--- src/sv/g2h_pkg.sv ---
// ----------------------------------------------------------------------------
// Gregorian to Hebrew date conversion package
// Shared constants, state encoding and controller/datapath command types.
// ----------------------------------------------------------------------------
package g2h_pkg;

	localparam int unsigned YearLo      = 1583;
	localparam int unsigned YearHi      = 4359;
	localparam int unsigned AmOffset    = 3744;
	localparam int unsigned DayBias     = 5968;
	localparam int unsigned PartsHour   = 1080;
	localparam int unsigned PartsDay    = 24 * PartsHour;
	localparam int unsigned PartsWeek   = 7 * PartsDay;
	localparam int unsigned PartsLun    = PartsDay + 12 * PartsHour + 793;
	localparam int unsigned MoladEpoch  = 7 * PartsHour + 779;
	localparam int unsigned GataradLim  = 15 * PartsHour + 204;
	localparam int unsigned BetutakLim  = 21 * PartsHour + 589;
	localparam int unsigned TailDays    = 236;
	localparam int unsigned HeadBase    = 114;
	localparam int unsigned HalfMonths  = 59;
	localparam int unsigned CycleYears  = 19;

	// Reciprocals for division by small constants. Each one is exact over the
	// range of values that reaches it; the shift is given beside it.
	localparam int unsigned MdayRecip   = 367 * 2731;  // 367 * m / 12, shift 15
	localparam int unsigned CentRecip   = 1311;        // / 100, shift 17
	localparam int unsigned Div19Recip  = 55189;       // / 19, shift 20
	localparam int unsigned Div7Recip   = 149797;      // / 7, shift 20
	localparam int unsigned Day7Recip   = 2396746;     // / 7, shift 24
	localparam int unsigned Div405Recip = 10604858;    // / 405, shift 32

	// Day counts and molad parts fit comfortably in these widths.
	localparam int unsigned DW = 22;   // day count
	localparam int unsigned PW = 30;   // molad fraction in parts
	localparam int unsigned MW = 17;   // month count
	localparam int unsigned YW = 13;   // year

	typedef enum logic [3:0] {
		ST_IDLE,
		ST_DAYS,
		ST_ED_A,
		ST_ED_B,
		ST_ED_C,
		ST_ED_D,
		ST_ED_E,
		ST_CHECK,
		ST_DIVLD,
		ST_DIV,
		ST_FIN,
		ST_DONE
	} g2h_state_t;

	typedef struct packed {
		logic load;      // capture inputs
		logic days;      // compute day count
		logic ed_a;      // elapsed-days steps
		logic ed_b;
		logic ed_c;
		logic ed_d;
		logic ed_e;
		logic advance;   // step on to the next year
		logic div_ld;    // set up month divider
		logic div_step;  // one divider bit
		logic fin;       // finish result
	} g2h_cmd_t;

	typedef struct packed {
		logic second;    // elapsed-days result is the "next" year
		logic advance;   // day count reached next year start
		logic div_done;
	} g2h_stat_t;

endpackage

--- src/sv/gregorian_to_hebrew_date.sv ---
// ----------------------------------------------------------------------------
// Gregorian to Hebrew date converter
// Runs a day count, two elapsed-days passes of five steps each and a month
// divider; each year advance adds one more elapsed-days pass, and the
// controller takes at most four advances for any input.
// A new conversion is accepted only after the previous one returns to idle.
// Reset clears the controller only; the receiver cannot stall.
// ----------------------------------------------------------------------------
module gregorian_to_hebrew_date (
	input  logic              clk,
	input  logic              arst_n,
	input  logic              start,
	output logic              busy,
	output logic              done,
	input  logic [12:0]       gregorian_year,
	input  logic [3:0]        gregorian_month,
	input  logic [4:0]        gregorian_day,
	output logic [12:0]       hebrew_year,
	output logic [3:0]        hebrew_month,
	output logic [4:0]        hebrew_day,
	output logic [2:0]        week_day,
	output logic signed [1:0] year_kind
);
	import g2h_pkg::*;

	g2h_cmd_t  cmd;
	g2h_stat_t stat;

	g2h_ctrl u_ctrl (
		.clk(clk), .arst_n(arst_n), .start(start), .busy(busy), .done(done),
		.cmd(cmd), .stat(stat)
	);

	g2h_dp u_dp (
		.clk(clk), .gregorian_year(gregorian_year), .gregorian_month(gregorian_month),
		.gregorian_day(gregorian_day), .cmd(cmd), .stat(stat),
		.hebrew_year(hebrew_year), .hebrew_month(hebrew_month), .hebrew_day(hebrew_day),
		.week_day(week_day), .year_kind(year_kind)
	);

endmodule

--- src/sv/g2h_ctrl.sv ---
// ----------------------------------------------------------------------------
// Gregorian to Hebrew controller
// Sequences the day count, year refinement and month division.
// ----------------------------------------------------------------------------
module g2h_ctrl (
	input  logic               clk,
	input  logic               arst_n,
	input  logic               start,
	output logic               busy,
	output logic               done,
	output g2h_pkg::g2h_cmd_t  cmd,
	input  g2h_pkg::g2h_stat_t stat
);
	import g2h_pkg::*;

	g2h_state_t state_q, state_d;
	logic [2:0] steps_q;

	always_ff @(posedge clk or negedge arst_n) begin
		if (!arst_n) begin
			state_q <= ST_IDLE;
			steps_q <= '0;
		end else begin
			state_q <= state_d;
			if (state_q == ST_DAYS) steps_q <= '0;
			else if (state_q == ST_CHECK && stat.second && stat.advance)
				steps_q <= steps_q + 3'd1;
		end
	end

	always_comb begin
		state_d = state_q;
		case (state_q)
			ST_IDLE:  if (start) state_d = ST_DAYS;
			ST_DAYS:  state_d = ST_ED_A;
			ST_ED_A:  state_d = ST_ED_B;
			ST_ED_B:  state_d = ST_ED_C;
			ST_ED_C:  state_d = ST_ED_D;
			ST_ED_D:  state_d = ST_ED_E;
			ST_ED_E:  state_d = stat.second ? ST_CHECK : ST_ED_A;
			ST_CHECK: begin
				if (stat.advance && steps_q != 3'd4) state_d = ST_ED_A;
				else state_d = ST_DIVLD;
			end
			ST_DIVLD: state_d = ST_DIV;
			ST_DIV:   if (stat.div_done) state_d = ST_FIN;
			ST_FIN:   state_d = ST_DONE;
			ST_DONE:  state_d = ST_IDLE;
			default:  state_d = ST_IDLE;
		endcase
	end

	always_comb begin
		cmd      = '0;
		busy     = (state_q != ST_IDLE);
		done     = (state_q == ST_DONE);
		case (state_q)
			ST_IDLE:  cmd.load = start;
			ST_DAYS:  cmd.days = 1'b1;
			ST_ED_A:  cmd.ed_a = 1'b1;
			ST_ED_B:  cmd.ed_b = 1'b1;
			ST_ED_C:  cmd.ed_c = 1'b1;
			ST_ED_D:  cmd.ed_d = 1'b1;
			ST_ED_E:  cmd.ed_e = 1'b1;
			ST_CHECK: cmd.advance = stat.advance && steps_q != 3'd4;
			ST_DIVLD: cmd.div_ld = 1'b1;
			ST_DIV:   cmd.div_step = 1'b1;
			ST_FIN:   cmd.fin = 1'b1;
			default:  cmd = '0;
		endcase
	end

endmodule

--- src/sv/g2h_dp.sv ---
// ----------------------------------------------------------------------------
// Gregorian to Hebrew datapath
// Day count, elapsed-days rule, refinement and month/day split.
// ----------------------------------------------------------------------------
module g2h_dp (
	input  logic               clk,
	input  logic [12:0]        gregorian_year,
	input  logic [3:0]         gregorian_month,
	input  logic [4:0]         gregorian_day,
	input  g2h_pkg::g2h_cmd_t  cmd,
	output g2h_pkg::g2h_stat_t stat,
	output logic [12:0]        hebrew_year,
	output logic [3:0]         hebrew_month,
	output logic [4:0]         hebrew_day,
	output logic [2:0]         week_day,
	output logic signed [1:0]  year_kind
);
	import g2h_pkg::*;

	logic [YW-1:0] y_q, ey_q;
	logic [3:0]    m_q;
	logic [4:0]    d_in_q;
	logic [DW-1:0] d_q, start_q, next_q, ed_days_q;
	logic          second_q;
	logic [MW-1:0] months_q;
	logic [4:0]    leap_q;
	logic [PW-1:0] parts_q;
	logic [PW-1:0] pmod_q;
	logic [14:0]   pq_q;
	logic [2:0]    wday_q;
	logic [2:0]    wk_q;
	logic [8:0]    mday_q;
	logic [5:0]    cent_q;

	// divider: numerator / denominator, restoring, 10 bits
	logic [9:0]    num_q, quo_q;
	logic [8:0]    den_q, rem_q;
	logic [3:0]    cnt_q;
	logic          tail_q;
	logic [DW-1:0] dd_q;
	logic [8:0]    len_q;
	logic [2:0]    kind_q;

	// input clamp and March-based conversion
	logic [YW-1:0] yc, ym;
	logic [3:0]    mc, mm;
	logic [4:0]    dc;
	always_comb begin
		yc = gregorian_year;
		if (yc < YW'(YearLo)) yc = YW'(YearLo);
		if (yc > YW'(YearHi)) yc = YW'(YearHi);
		mc = gregorian_month;
		if (mc < 4'd1)  mc = 4'd1;
		if (mc > 4'd12) mc = 4'd12;
		dc = (gregorian_day == 5'd0) ? 5'd1 : gregorian_day;
		if (mc <= 4'd2) begin
			mm = mc + 4'd10;
			ym = yc - YW'(1);
		end else begin
			mm = mc - 4'd2;
			ym = yc;
		end
	end

	logic [DW-1:0] dcount;
	assign dcount = DW'(d_in_q) + DW'(365) * DW'(y_q) + DW'(y_q >> 2) + DW'(mday_q)
		+ DW'(DayBias + 2) + DW'(cent_q >> 2) - DW'(cent_q);

	// The weekday of the day count is taken modulo 7 by a reciprocal.
	logic [DW-1:0] dp1;
	logic [47:0]   wkp;
	assign dp1 = d_q + DW'(1);
	assign wkp = 48'(dp1) * 48'(Day7Recip);

	// elapsed-days steps
	logic [YW-1:0] eyr;
	logic [16:0]   leapv;
	logic [31:0]   q19p;
	logic [10:0]   lq;
	assign eyr   = second_q ? ey_q + YW'(1) : ey_q;
	assign leapv = 17'(eyr) * 17'd7 + 17'd1;
	assign q19p  = 32'(leapv) * 32'(Div19Recip);
	assign lq    = 11'(q19p >> 20);

	// Whole days in the molad fraction: divide by 64 and then by 405.
	logic [47:0]   pqp;
	assign pqp = 48'(parts_q >> 6) * 48'(Div405Recip);

	// The molad weekday is (months + whole days) modulo 7.
	logic [MW-1:0] wsum;
	logic [39:0]   wdp;
	assign wsum = months_q + MW'(pq_q);
	assign wdp  = 40'(wsum) * 40'(Div7Recip);

	logic [2:0]    wd_adj;
	logic [DW-1:0] days_adj;
	logic          molz;
	always_comb begin
		molz = ((leap_q < 5'd12) && (wday_q == 3'd3) && (pmod_q >= PW'(GataradLim))) ||
		       ((leap_q < 5'd7)  && (wday_q == 3'd2) && (pmod_q >= PW'(BetutakLim)));
		wd_adj   = molz ? wday_q + 3'd1 : wday_q;
		days_adj = molz ? ed_days_q + DW'(1) : ed_days_q;
		if (wd_adj == 3'd1 || wd_adj == 3'd4 || wd_adj == 3'd6)
			days_adj = days_adj + DW'(1);
	end

	logic [DW-1:0] len_full, d_rel;
	logic [2:0]    kind_full;
	assign len_full = next_q - start_q;
	assign d_rel    = (d_q >= start_q) ? d_q - start_q : '0;
	// Year lengths are 353 to 355 or 383 to 385 days, so the last digit is an
	// offset from 350 or from 380.
	assign kind_full = (len_full < DW'(370)) ? 3'(len_full - DW'(350))
		: 3'(len_full - DW'(380));

	assign stat.second   = second_q;
	assign stat.advance  = (d_q >= next_q);
	assign stat.div_done = (cnt_q == 4'd0);

	always_ff @(posedge clk) begin
		if (cmd.load) begin
			y_q    <= ym;
			m_q    <= mm;
			d_in_q <= dc;
		end
		if (cmd.days) begin
			mday_q   <= 9'((24'(m_q) * 24'(MdayRecip)) >> 15);
			cent_q   <= 6'((24'(y_q) * 24'(CentRecip)) >> 17);
			ey_q     <= y_q + YW'(16);
			second_q <= 1'b0;
		end
		if (cmd.ed_a) begin
			d_q      <= dcount;
			months_q <= MW'(eyr) * MW'(12) + MW'(lq);
			leap_q   <= 5'(leapv - 17'(lq) * 17'd19);
		end
		if (cmd.ed_b) begin
			parts_q <= PW'(months_q) * PW'(PartsLun - PartsDay) + PW'(MoladEpoch);
			wk_q    <= 3'(dp1 - DW'(wkp >> 24) * DW'(7));
		end
		if (cmd.ed_c)
			pq_q <= 15'(pqp >> 32);
		if (cmd.ed_d) begin
			ed_days_q <= DW'(months_q) * DW'(29) + DW'(pq_q) - DW'(2);
			pmod_q    <= parts_q - PW'(pq_q) * PW'(PartsDay);
			wday_q    <= 3'(wsum - MW'(wdp >> 20) * MW'(7));
		end
		if (cmd.ed_e) begin
			if (second_q) next_q <= days_adj;
			else          start_q <= days_adj;
			second_q <= 1'b1;
		end
		if (cmd.advance) begin
			// advancing one year: old next becomes start
			start_q <= next_q;
			ey_q    <= ey_q + YW'(1);
		end
		if (cmd.div_ld) begin
			len_q  <= 9'(len_full);
			kind_q <= kind_full;
			dd_q   <= d_rel;
			rem_q  <= '0;
			quo_q  <= '0;
			cnt_q  <= 4'd10;
			if (d_rel >= len_full - DW'(TailDays)) begin
				tail_q <= 1'b1;
				num_q  <= 10'((d_rel - (len_full - DW'(TailDays))) << 1);
				den_q  <= 9'(HalfMonths);
			end else begin
				tail_q <= 1'b0;
				num_q  <= 10'(d_rel << 2);
				den_q  <= 9'(HeadBase) + 9'(kind_full);
			end
		end
		if (cmd.div_step && cnt_q != 4'd0) begin
			if ({rem_q[7:0], num_q[9]} >= den_q) begin
				rem_q <= {rem_q[7:0], num_q[9]} - den_q;
				quo_q <= {quo_q[8:0], 1'b1};
			end else begin
				rem_q <= {rem_q[7:0], num_q[9]};
				quo_q <= {quo_q[8:0], 1'b0};
			end
			num_q <= {num_q[8:0], 1'b0};
			cnt_q <= cnt_q - 4'd1;
		end
		if (cmd.fin) begin
			hebrew_year <= ey_q + YW'(AmOffset);
			week_day    <= wk_q;
			year_kind   <= 2'(kind_q + 3'd4);
			if (tail_q) begin
				hebrew_day <= 5'(dd_q - DW'(len_q - 9'(TailDays))
					- DW'((quo_q * 10'(HalfMonths) + 10'd1) >> 1) + DW'(1));
				if (len_q > 9'd365 && quo_q + 10'd4 <= 10'd5)
					hebrew_month <= 4'(quo_q + 10'd13);
				else
					hebrew_month <= 4'(quo_q + 10'd5);
			end else begin
				// The divisor register still holds the head month length in quarter days.
				hebrew_day   <= 5'(dd_q - DW'((quo_q * 10'(den_q) + 10'd3) >> 2)
					+ DW'(1));
				hebrew_month <= 4'(quo_q + 10'd1);
			end
		end
	end

endmodule
--- config.mk ---
export PLATFORM = sky130hd
export DESIGN_NAME = gregorian_to_hebrew_date
export DESIGN_NICKNAME = d
export VERILOG_FILES = /design/src/sv/g2h_pkg.sv /design/src/sv/gregorian_to_hebrew_date.sv /design/src/sv/g2h_ctrl.sv /design/src/sv/g2h_dp.sv
export SDC_FILE = /design/constraint.sdc
export NUM_CORES = 2
export LEC_CHECK = 0
export ABC_AREA = 1
export CORE_ASPECT_RATIO = 0.9
export CORE_MARGIN = 3
export CORE_UTILIZATION = 35
export CTS_CLUSTER_SIZE = 40
export DETAILED_ROUTE_END_ITERATION = 10
export DONT_BUFFER_PORTS = 1
export GPL_TIMING_DRIVEN = 0
export PLACE_DENSITY = 0.46
export SETUP_SLACK_MARGIN = 0.1
export SYNTH_ARGS = -nofsm -noshare
export SYNTH_HDL_FRONTEND = slang
export SYNTH_SLANG_ARGS = --single-unit
--- constraint.sdc ---
create_clock -name clk -period 15.8 [get_ports clk]
set_input_delay 1.58 -clock clk [delete_from_list [all_inputs] [get_ports clk]]
set_output_delay 1.58 -clock clk [all_outputs]
set_load 0.1 [all_outputs]
==> summary.md <==
| Metric | Value |
|---|---|
| Vias per cell | `approximately 4.7` |
| Clock Pin Slew Worst Setup and Hold Paths | `roughly 0.060 ns` |
| Root buf cell | `clkbuf_16` |
| Top cells by count, synth | `inv_1 (1612), ha_1 (1267), nand2_1 (829), fa_1 (715), a21oi_1 (360)` |
| Min-Delay Endpoint | `u_dp.pmod_q[5]$_DFFE_PP_` |
| Synthesized area per cell | `9.09 sq um` |
| Seq/Total Area, Yosys | `0.161` |
| Vias in the first global route | `approximately 45000` |
| Worst path most repeated cell | `nand2_1` |
| Setup ws final | `~2.8 ns` |
| Die span in y | `between 400 and 500 microns` |
| Worst slew pin tran | `about 1.3 ns` |
| Initial core utilization | `0.354` |
| Rows | `around 140` |
| Post-synth top area cell | `ha_1` |
| RR Endpoint | `u_dp.months_q[15]$_DFFE_PP_` |
| Synthesized instance count | `roughly 6700` |
| Setup WS pre-CTS | `about 2.8 ns` |
| WP data required | `~16 ns` |
| Initial antenna violation count | `5` |
| Clk Latency, worst-skew pair | `approximately 0.64 ns` |
| Critical Path Fanout Max | `8` |
| Top post-synthesis cells by area | `ha_1 (26%), fa_1 (24%), edfxtp_1 (16%), inv_1 (9.9%), nand2_1 (5.1%)` |
| Post_cts resized | `0` |
| Post-synthesis register bit count | `between 300 and 400` |
| Ys async rst share | `0.0213` |
| Critical Path Max Stage Delay | `approximately 0.93 ns` |
| Worst-case clock skew | `0.0517 ns` |
| Final Hold Vio Count | `0` |
| DIE AREA | `179000 sq um` |
| CP max-delay cell | `xor2_1` |
| CTS H-tree depth | `2` |
| Total core area | `172000 sq um` |
| Nets | `around 9000` |
| Reg2Reg Depth | `55` |
| Drt pass-1 iters | `5` |
| All-Layer GR Usage | `0.183` |
| Share of cells above drive strength 1 | `0.0279` |
| Most frequent cell after synthesis | `inv_1` |
| Hold depth | `0` |
| Synth top area share | `0.260` |
| Max-slew headroom | `0.134` |
| I/O Pins | `54` |
| Total Negative Setup Slacks | `0 ns` |
| WL per Instance | `between 15 and 20 microns` |
| CTS buffer count | `43` |
| Number of synthesized flops with an enable pin | `320` |
| RePlAce Congestion | `0.857` |
| Grt total ovfl | `0` |
| Status | `complete, no violations` |
| Largest net degree at the start of global routing | `34` |
| Fmax | `between 70 and 80 MHz` |
| Arr. time, crit path | `between 10 and 15 ns` |
| Ys Warns | `0` |
| Post-Syn Area | `around 60000 sq um` |
| R2r setup slk | `roughly 2.8 ns` |
| Width of the die | `between 400 and 500 microns` |
| IO Port Bufs | `0` |
| Clock buffer depth | `3` |
| Mapped Nets | `8705` |
| Setup-failing EPs final | `0` |
| Min-Delay Path Class | `register to register` |
| Clock net sink count | `around 330` |
| Count of cell types in the netlist | `65` |
| Fin. max-slew vios | `0` |
| ANT nets after route | `0` |
| Drt drc | `0` |
| Via Count | `around 43000` |
| Post-CTS Setup Inserts | `0` |
| DRT iter0 DRCs | `~2200` |
| Cts-stage hold buffer count | `0` |
| Global-route wire length before repair | `around 250000 microns` |
| Setup Crit Path Kind | `register to register` |
| Crit path time final | `about 13 ns` |
| Final HPWL DP | `140000 microns` |
| Area Overhead vs Synth | `7.63%` |
| # fillers | `between 15000 and 20000` |
| HP Start | `u_dp.parts_q[5]$_DFFE_PP_` |
| Maximum capacitance violations | `0` |
| CP Launch Type | `register` |
| CTS tree | `yes` |
| Unrepaired setup endpoints after global routing | `false` |
| Drt total wl | `between 150000 and 200000 microns` |
| Setup crit end kind | `register` |
| FF-to-FF Start | `u_dp.ey_q[0]$_DFFE_PP_` |
| Final worst-path cycle share | `0.824` |
| Synth Flop Type | `edfxtp_1` |
[stage by stage]
step / hold slack (ns) / util / instances / cell area, sq um
2_1_floorplan: 0.400 / - / 6698 / 60900
3_3_place_gp: 0.405 / 0.370 / 8961 / 63700
3_5_place_dp: 0.405 / 0.372 / 8973 / 64000
4_1_cts: 0.418 / 0.381 / 9049 / 65500
5_1_grt: 0.422 / 0.381 / 9049 / 65500
6_report: 0.414 / 0.381 / 9051 / 65500
[cell usage in the layout (no fill, tap or decap), types with 13 or more instances in the layout]
master / instances
a21o_1: 19
clkbuf_1: 29
nor2_4: 13
nand3_1: 186
a21oi_1: 360
nor2_1: 286
clkbuf_16: 43
nor3_1: 58
o211ai_1: 20
o21ai_1: 28
ha_1: 1267
o21bai_1: 26
edfxtp_1: 320
nand4_1: 66
o21ai_0: 202
nand2_2: 19
inv_1: 1612
xor2_1: 291
fa_1: 715
nand2_1: 829
nor2_2: 23
a31oi_1: 17
nor4_1: 17
xnor2_1: 139
[critical path, delay by kind of cell (launching register included)]
kind	cells	cell delay (ns)
XOR/XNOR	3	1.82
buffers and inverters	9	0.76
adder cells (fa/ha/maj)	11	4.73
flip-flops	1	0.74
AO/OA/AOI/OAI	10	1.89
AND/OR/NAND/NOR	22	2.72
[registers in the layout, summed over array words and instances (netlist names), 13 cells and up]
name,count
u_dp.next_q,22
u_dp.hebrew_year,13
u_dp.ed_days_q,22
u_dp.d_q,22
u_dp.pq_q,15
u_dp.months_q,17
u_dp.ey_q,13
u_dp.parts_q,30
u_dp.start_q,22
u_dp.y_q,13
u_dp.pmod_q,30
[logic make-up after synthesis]
family	synth area share
AOI/OAI and AO/OA	0.0685
muxes	0.000164
and+or+nand+nor	0.109
buffers and inverters	0.103
DFF	0.161
adders and majority gates	0.495
xor gates and xnor gates	0.0629
[cell type report]
cell class / count / area, sq um / share of cell area
clock inverters: 28 / 442 / 0.00674
multi-input cells: 4709 / 44900 / 0.685
inverters: 1625 / 6100 / 0.0931
diodes: 2 / 5.00 / 0.0000764
flip-flops and latches: 328 / 9800 / 0.150
repair buffers: 12 / 194 / 0.00296
plain buffers: 36 / 179 / 0.00273
well taps: 2263 / 2830 / 0.0432
clock buffers: 48 / 1090 / 0.0167
[worst max path at each step]
stage	endpoint	depth (start not counted)	slack, ns	from
floorplan	u_dp.leap_q[4]$_DFFE_PP_	52	5.26	u_dp.second_q$_SDFFE_PN1P_
global placement	u_dp.months_q[15]$_DFFE_PP_	40	2.32	u_dp.ey_q[0]$_DFFE_PP_
detailed placement	u_dp.months_q[15]$_DFFE_PP_	50	2.79	u_dp.ey_q[0]$_DFFE_PP_
CTS	u_dp.months_q[15]$_DFFE_PP_	50	2.68	u_dp.ey_q[0]$_DFFE_PP_
global route	u_dp.months_q[15]$_DFFE_PP_	55	1.72	u_dp.ey_q[0]$_DFFE_PP_
finish	u_dp.months_q[15]$_DFFE_PP_	55	2.78	u_dp.ey_q[0]$_DFFE_PP_
[layer usage]
| layer | GRT usage | vias to the layer above | wire (microns) |
|---|---|---|---|
| met5 | 0 | - | 13 |
| met4 | 0.0459 | 2 | 4220 |
| met3 | 0.0232 | 145 | 6010 |
| met2 | 0.288 | 574 | 70300 |
| met1 | 0.264 | 20500 | 79600 |
| li1 | - | 21600 | - |
Power is left out: the tool's default activity adds up to more than one toggle a clock period on the data nets, which glitch-free logic cannot reach.
